## config.mk

```make
export PLATFORM = sky130hd
export DESIGN_NAME = vsl_divsqrt
export DESIGN_NICKNAME = d
export VERILOG_FILES = /design/src/rtl/vsl_pkg.sv /design/src/rtl/vsl_divsqrt.sv
export SDC_FILE = /design/constraint.sdc
export NUM_CORES = 1
export LEC_CHECK = 0
export BUFFER_PORTS_ARGS = -buffer_cell sky130_fd_sc_hd__buf_2
export CAP_MARGIN = 5
export CORE_UTILIZATION = 54
export CTS_CLUSTER_SIZE = 12
export DETAILED_ROUTE_END_ITERATION = 8
export GPL_TIMING_DRIVEN = 0
export PLACE_DENSITY = 0.74
export SLEW_MARGIN = 20
export SYNTH_ARGS = -nofsm -noshare
export SYNTH_HDL_FRONTEND = slang
export SYNTH_SLANG_ARGS = --single-unit
```

## constraint.sdc

```tcl
create_clock -name clk_i -period 4.3 [get_ports clk_i]
set_input_delay 0.86 -clock clk_i [delete_from_list [all_inputs] [get_ports clk_i]]
set_output_delay 0.86 -clock clk_i [all_outputs]
set_load 0.01 [all_outputs]
```

## src/rtl/vsl_pkg.sv

```systemverilog
// Package for the velocity smoothing and limiting unit.
// Holds register indexes, widths and the sequencer state type; no dependencies.
package vsl_pkg;

  localparam int unsigned DataW = 16;
  localparam int unsigned LimW  = 15;
  localparam int unsigned CfgIdxW = 2;
  localparam int unsigned CfgDataW = 15;

  localparam logic [CfgIdxW-1:0] RegSmooth = 2'd0;
  localparam logic [CfgIdxW-1:0] RegAlpha  = 2'd1;
  localparam logic [CfgIdxW-1:0] RegMaxLin = 2'd2;
  localparam logic [CfgIdxW-1:0] RegMaxAng = 2'd3;

  typedef enum logic [3:0] {
    StIdle,
    StCheck,
    StClamp,
    StMag,
    StDivInit,
    StDiv,
    StSqrtInit,
    StSqrt,
    StNext,
    StOut
  } state_e;

endpackage

```

## src/rtl/vsl_divsqrt.sv

```systemverilog
// Shared iterative unit: restoring divide (64/32 bits, one quotient bit per cycle)
// or integer square root (two radicand bits per cycle). Uses vsl_pkg.
module vsl_divsqrt import vsl_pkg::*; (
  input  logic        clk_i,
  input  logic        rst_ni,
  input  logic        start_i,
  input  logic        sqrt_i,
  input  logic [63:0] num_i,
  input  logic [31:0] den_i,
  output logic        done_o,
  output logic [63:0] res_o
);

  logic [63:0] rem_q, rem_d, quo_q, quo_d, acc_q, acc_d;
  logic [31:0] den_q, den_d;
  logic [6:0]  cnt_q, cnt_d;
  logic        busy_q, busy_d, sqrt_q, sqrt_d, done_q, done_d;
  logic [64:0] trial;
  logic [65:0] strial;
  logic [65:0] sacc;

  always_comb begin
    rem_d  = rem_q;
    quo_d  = quo_q;
    acc_d  = acc_q;
    den_d  = den_q;
    cnt_d  = cnt_q;
    busy_d = busy_q;
    sqrt_d = sqrt_q;
    done_d = 1'b0;
    trial  = '0;
    sacc   = '0;
    strial = '0;
    if (start_i) begin
      busy_d = 1'b1;
      sqrt_d = sqrt_i;
      den_d  = den_i;
      quo_d  = num_i;
      rem_d  = '0;
      acc_d  = '0;
      cnt_d  = sqrt_i ? 7'd32 : 7'd64;
    end else if (busy_q) begin
      if (!sqrt_q) begin
        trial = {rem_q, quo_q[63]};
        quo_d = {quo_q[62:0], 1'b0};
        if (trial >= {33'd0, den_q}) begin
          rem_d = 64'(trial - {33'd0, den_q});
          quo_d[0] = 1'b1;
        end else begin
          rem_d = trial[63:0];
        end
      end else begin
        sacc   = {rem_q, quo_q[63:62]};
        strial = {acc_q, 2'b01};
        quo_d  = {quo_q[61:0], 2'b00};
        if (sacc >= strial) begin
          rem_d = 64'(sacc - strial);
          acc_d = {acc_q[62:0], 1'b1};
        end else begin
          rem_d = sacc[63:0];
          acc_d = {acc_q[62:0], 1'b0};
        end
      end
      cnt_d = cnt_q - 7'd1;
      if (cnt_q == 7'd1) begin
        busy_d = 1'b0;
        done_d = 1'b1;
      end
    end
  end

  always_ff @(posedge clk_i or negedge rst_ni) begin
    if (!rst_ni) begin
      busy_q <= 1'b0;
      done_q <= 1'b0;
      cnt_q  <= '0;
      sqrt_q <= 1'b0;
    end else begin
      busy_q <= busy_d;
      done_q <= done_d;
      cnt_q  <= cnt_d;
      sqrt_q <= sqrt_d;
    end
  end

  always_ff @(posedge clk_i) begin
    rem_q <= rem_d;
    quo_q <= quo_d;
    acc_q <= acc_d;
    den_q <= den_d;
  end

  assign done_o = done_q;
  assign res_o  = sqrt_q ? acc_q : quo_q;

endmodule

```

==> flow_metrics.env, run 1 <==
export IMPL_async_reset_ff_share_pct=4.27
export IMPL_yosysTopAreaCellShare_pct=16.1
export IMPL_io_buffers=164
export IMPL_drv_cap=0
export IMPL_ys_top_cells_by_count="nand2_1, a21oi_1, o21ai_0"
export IMPL_die_w_um=184
export IMPL_cp_end_kind="register"
export IMPL_worst_slew_pin_slew_ps=1190
export IMPL_yosysSeqAreaShare_pct=31.9
export IMPL_tns_ps=0
export IMPL_first_iter_violations=1885
export IMPL_groute_usage_overall_pct=36.0
export IMPL_finalMaxSlewViolations=0
export IMPL_synth_area_top_cells="edfxtp_1, dfxtp_1, nand2_1"
export IMPL_grt_pass1_wl_um=94000
export IMPL_gr_total_overflow=0
export IMPL_hp_class="in -> async"
export IMPL_synth_ff_type="dfxtp_1"
export IMPL_synth_most_common_cell="nand2_1"
export IMPL_finalHoldViolCount=0
export IMPL_synth_largest_area_cell="edfxtp_1"
export IMPL_p_leak_nw=8.22
export IMPL_yosys_register_bits=234
export IMPL_vias_per_cell=6.27
export IMPL_synth_distinct_cells=83
export IMPL_wirelength_um=62000
export IMPL_critical_path_peak_fanout=8
export IMPL_critPathLaunchType="register"
export IMPL_placed_cell_area_um2=19300
export IMPL_wl_per_cell_um=21.5
export IMPL_pin_count=165
export IMPL_min_period_ps=4260
export IMPL_required_ps=4790
export IMPL_initial_utilization_pct=54.9
export IMPL_cts_hold_buffers=0
export IMPL_setup_viol=0
export IMPL_grt_max_degree=45
export IMPL_dieArea_um2=33800
export IMPL_place_congestion=0.975
export IMPL_antenna_found_initial=2
export IMPL_fin_crit_sh_pct=99.0
export IMPL_rows=66
export IMPL_synth_edff_count=96
export IMPL_drc=0
export IMPL_num_vias=18065
export IMPL_arrival_ps=4750
export IMPL_synth_area_um2=17900
export IMPL_clockRootBuffer="clkbuf_16"
export IMPL_power_frac_comb_pct=63.3
export IMPL_worstSetupPathType="reg -> reg"
export IMPL_syn_avg_cell_area_um2=8.04
export IMPL_firstDrtPassIters=5
export IMPL_rsz0062_at_grt="no"
export IMPL_coreArea_um2=32500
export IMPL_syn_nets=2423
export IMPL_die_h_um=184
export IMPL_cts_path_max_buffers=3
export IMPL_power_share_clock_pct=15.1
export IMPL_nets=2620
export IMPL_p_int_w=0.00801
export IMPL_antennaDiodeCount=0
export IMPL_path_clk_slew_ps=60
export IMPL_cts_tree="yes"
export IMPL_numClockSinks=234
export IMPL_sequentialPowerShare_pct=21.6
export IMPL_fmax_ghz=0.235
export IMPL_postSynthCellCount=2222
export IMPL_cts_buffers=28
export IMPL_p_per_area_nw_per_um2=787
export IMPL_h_tree_depth=1
export IMPL_fin_skew_ps=26.0
export IMPL_p_switching_w=0.00799
export IMPL_status="finished clean"
export IMPL_swShare_pct=49.9
export IMPL_final_area_um2=20300
export IMPL_yosysWarnings=0
export IMPL_dp_hpwl_um=48100
export IMPL_ir_drop_mv=0.379
export IMPL_insertion_delay_ps=580
export IMPL_syn_to_final_growth_pct=13.7
export IMPL_ant_nets=0
export IMPL_drive_gt1_share_pct=13.6
export IMPL_grt_pass1_vias=16555
export IMPL_fin_util_pct=62.5
export IMPL_max_slew_margin_pct=20.7
-- repair_timing --
action / in CTS / in global routing
buffers inserted: 0 / 2
setup endpoints to repair: 69 / 75
endpoints found under the hold margin: 0 / 0
gates resized for setup: 9 / 27
pin swaps: 0 / 2
-- area by class of cell --
class / count / area [um^2]
Tap cell: 442 / 553
Inverter: 122 / 460
Buffer: 137 / 583
Clock inverter: 11 / 149
Multi-Input combinational cell: 1729 / 11300
Fill cell: 2982 / 12200
Timing Repair Buffer: 167 / 856
Sequential cell: 234 / 5700
Clock buffer: 41 / 769
-- metrics by stage --
step | cells | setup slack (ps) | hold WS, ps | total power (W)
floorplan | 2222 | 820 | 445 | 0.0102
global placement | 2828 | -904 | 469 | 0.0129
detailed placement | 2829 | -434 | 481 | 0.0130
CTS | 2881 | 10.9 | 144 | 0.0155
global route | 2883 | 1.22 | 151 | 0.0169
finish | 2883 | 44.2 | 153 | 0.0160
-- layout by cell type (no fill, tap or decap), drive strengths merged, types with 8 or more instances in the layout --
cell    Yosys  layout
nand2     361     361
a21oi     206     206
buf        29     193
o21ai     176     176
clkbuf    108     152
nor2      133     133
dfxtp     128     128
inv       121     122
ha        100     100
edfxtp     96      96
mux2i      78      78
mux2       65      65
xnor2      62      62
xor2       49      49
o211ai     47      47
a21o       40      40
nand4      38      38
nor3       37      37
nand3      32      32
nor4       31      31
a211oi     28      28
a32o       21      21
o21a       19      19
o21bai     14      14
nor2b      13      13
or3        13      13
a31oi      13      13
nand2b     11      11
dfrtp      10      10
o31ai      10      10
and3        9       9
or4         8       8
-- sequential cells by signal (all words and copies together), names as in the netlist --
register / cells
den_q: 32
cnt_q: 7
rem_q: 64
busy_q: 1
quo_q: 64
done_o: 1
acc_q: 64
sqrt_q: 1
-- worst max-delay path, cell delays in order, from the launching register on --
cell and delay, ps:
dfxtp_1 430, ha_1 330, clkbuf_1 330, nand4_1 240, or4_1 690, nor2_1 150
a311oi_1 100, a21oi_1 300, o21bai_1 240, o31a_1 350, a2111oi_0 690, a211oi_1 130
a211oi_1 200
-- path summary, 6_finish.rpt --
| kind | startpoint | endpoint | slack (ps) | depth (start not counted) |
|---|---|---|---|---|
| setup / recovery | rem_q[24] | rem_q[56] | 40 | 12 |
| hold / removal | rst_ni | sqrt_q | 150 | 1 |
| setup reg to reg | rem_q[24] | rem_q[56] | 40 | 12 |
| hold reg to reg | acc_q[29] | acc_q[30] | 490 | 2 |
| max in group asynchronous | rst_ni | busy_q | 3940 | 1 |
| min in group clk_i | den_i[23] | den_q[23] | 460 | 1 |
-- routing by layer --
layer,track usage (%),up-vias,wire (um)
li1,-,8467,-
met1,51.4,8478,27400
met2,55.1,981,26300
met3,5.67,137,6060
met4,11.9,2,2210
met5,0,-,11
-- kinds of logic (layout without fill, tap and decap cells) --
logic type,count (synthesis),in the layout,share of synthesized area (%)
fa+ha+maj,101,101,7.11
mux,143,143,8.47
flops,234,234,31.9
xor+xnor,111,111,5.44
simple gates,718,718,18.2
buf+inv,259,478,5.71
compound gates,656,656,23.2
-- power by group through the flow --
stage                     Combinational (W)  Sequential (W)  Clock [W]
after global placement              0.00947         0.00343          0
final                                0.0101         0.00345    0.00241
after detailed placement            0.00957         0.00344          0
after global routing                 0.0109         0.00347    0.00250
after CTS                           0.00967         0.00340    0.00242
after floorplan                     0.00710         0.00313          0
(Power assumes the default switching activity.)
==> run 2, diff against run 1 <==
--- a/config.mk
+++ b/config.mk
@@ -12,6 +12,7 @@
 export DETAILED_ROUTE_END_ITERATION = 8
 export GPL_TIMING_DRIVEN = 0
 export PLACE_DENSITY = 0.74
+export SETUP_SLACK_MARGIN = 0.2
 export SLEW_MARGIN = 20
 export SYNTH_ARGS = -nofsm -noshare
 export SYNTH_HDL_FRONTEND = slang
==> constraint.sdc (replaced) <==
create_clock -name clk_i -period 4.3 [get_ports clk_i]
set_input_delay 0.215 -clock clk_i [delete_from_list [all_inputs] [get_ports clk_i]]
set_output_delay 0.215 -clock clk_i [all_outputs]
set_load 0.01 [all_outputs]
==> flow_metrics.env, run 2 (synthesized netlist as in run 1, its figures left out) <==
export IMPL_status="finished clean"
export IMPL_path_clk_slew_ps=70
export IMPL_first_iter_violations=1878
export IMPL_wirelength_um=64900
export IMPL_worst_slew_pin_slew_ps=1200
export IMPL_place_congestion=0.975
export IMPL_numClockSinks=234
export IMPL_worstSetupPathType="reg -> reg"
export IMPL_cts_tree="yes"
export IMPL_clockRootBuffer="clkbuf_16"
export IMPL_layoutNonFillerInstCount=2988
export IMPL_drv_cap=0
export IMPL_pin_count=165
export IMPL_vias_per_cell=6.21
export IMPL_ant_nets=0
export IMPL_drive_gt1_share_pct=13.6
export IMPL_dieArea_um2=33800
export IMPL_nets=2725
export IMPL_insertion_delay_ps=580
export IMPL_sequentialPowerShare_pct=21.2
export IMPL_dp_hpwl_um=48100
export IMPL_power_share_clock_pct=14.9
export IMPL_wl_per_cell_um=21.7
export IMPL_coreArea_um2=32500
export IMPL_rows=66
export IMPL_min_period_ps=4060
export IMPL_final_cell_mix="nand2_1, a21oi_1, o21ai_0, buf_2, nor2_1"
export IMPL_crit_chain="ha_1 > clkbuf_1 > nand3_1 > or4bb_1 > a311oi_4 > nor2_1 > buf_2 > buf_4 > buf_4 > nand2_1 > o21ai_0 > o21ai_0 > o32ai_1"
export IMPL_fin_skew_ps=25.4
export IMPL_die_h_um=184
export IMPL_antenna_found_initial=1
export IMPL_pre_cts_slack_ps=-434
export IMPL_grt_max_degree=45
export IMPL_num_vias=18542
export IMPL_gr_total_overflow=0
export IMPL_p_leak_nw=8.68
export IMPL_grt_pass1_vias=17234
export IMPL_firstDrtPassIters=6
export IMPL_power_w=0.0163
export IMPL_io_buffers=164
export IMPL_fmax_ghz=0.247
export IMPL_cp_end_kind="register"
export IMPL_swShare_pct=49.7
export IMPL_crit_family="compound AO/OA/AOI/OAI gates"
export IMPL_path_buf_inv=4
export IMPL_setup_slack_ps=245
export IMPL_hp_class="in -> async"
export IMPL_drc=0
export IMPL_finalHoldViolCount=0
export IMPL_p_int_w=0.00820
export IMPL_fin_crit_sh_pct=94.3
export IMPL_largestRegisters="acc_q (64), quo_q (64), rem_q (64)"
export IMPL_antennaDiodeCount=0
export IMPL_layout_commonest_cell="nand2_1"
export IMPL_initial_utilization_pct=54.9
export IMPL_power_frac_comb_pct=63.9
export IMPL_cpMaxStageDelayCell="or4bb_1"
export IMPL_syn_to_final_growth_pct=19.7
export IMPL_dp_cells=2829
export IMPL_cts_path_max_buffers=3
export IMPL_critical_path_peak_fanout=10
export IMPL_ir_drop_mv=0.384
export IMPL_cts_buffers=28
export IMPL_p_per_area_nw_per_um2=762
export IMPL_critPathLaunchType="register"
export IMPL_groute_usage_overall_pct=37.5
export IMPL_h_tree_depth=1
export IMPL_max_slew_margin_pct=20.0
export IMPL_setup_viol=0
export IMPL_critPathMaxStageDelay_ps=630
export IMPL_required_ps=4720
export IMPL_p_switching_w=0.00811
export IMPL_arrival_ps=4480
export IMPL_grt_pass1_wl_um=98100
export IMPL_rsz0062_at_grt="no"
export IMPL_finalMaxSlewViolations=0
export IMPL_die_w_um=184
## run 2: worst register-to-register path, cell delays in order, from the launching register on
cell,delay [ps]
dfxtp_1,610
ha_1,210
clkbuf_1,350
nand3_1,240
or4bb_1,630
a311oi_4,480
nor2_1,120
buf_2,220
buf_4,210
buf_4,180
nand2_1,60
o21ai_0,80
o21ai_0,380
o32ai_1,130
## run 2: worst paths after layout
kind | to | from | slack, ps | cells after the start
max in group asynchronous | busy_q | rst_ni | 4040 | 2
min | sqrt_q | rst_ni | 60 | 2
min reg2reg | acc_q[30] | acc_q[29] | 490 | 2
max | rem_q[20] | rem_q[29] | 240 | 13
min in group clk_i | quo_q[1] | num_i[1] | 80 | 3
max reg2reg | rem_q[20] | rem_q[29] | 240 | 13
## run 2: power groups by stage
stage | Combinational [W] | Sequential [W] | Clock, W
after floorplan | 0.00710 | 0.00313 | 0
after global placement | 0.00947 | 0.00343 | 0
after detailed placement | 0.00957 | 0.00344 | 0
after CTS | 0.00982 | 0.00340 | 0.00242
after global routing | 0.0112 | 0.00348 | 0.00251
final | 0.0104 | 0.00346 | 0.00242
## run 2: layer usage
metal	share of wire (%)	wire length, um	track usage, %	vias to the layer above
met5	0	0	0	-
met1	43	28000	52.5	8691
met2	43	28000	58.7	1024
met3	9.9	6450	5.55	137
met4	3.7	2410	13.1	0
li1	-	-	-	8690
## run 2: through the flow
stage / setup TNS [ps] / utilization [%] / hold slack (ps) / cell area (um^2)
after floorplan: 0 / - / -80.6 / 17900
after global placement: -26920 / 59.1 / 85.9 / 19200
after detailed placement: -15770 / 59.2 / 87.1 / 19300
after CTS: 0 / 65.2 / 41.7 / 21200
after global routing: 0 / 65.8 / 44.7 / 21400
final: 0 / 65.8 / 57.4 / 21400
## run 2: area by class of cell
class	instances	area, um^2
Tap cell	442	553
Clock buffer	41	769
Fill cell	2794	11100
Timing Repair Buffer	272	1880
Clock inverter	11	149
Sequential cell	234	5700
Inverter	122	460
Buffer	137	591
Multi-Input combinational cell	1729	11300
## run 2: what timing repair did
item,CTS,global route
hold buffers,95,0
endpoints found under the setup margin,66,62
hold endpoints to repair,106,0
pin swaps,0,5
buffers inserted,0,12
resized for setup,18,30
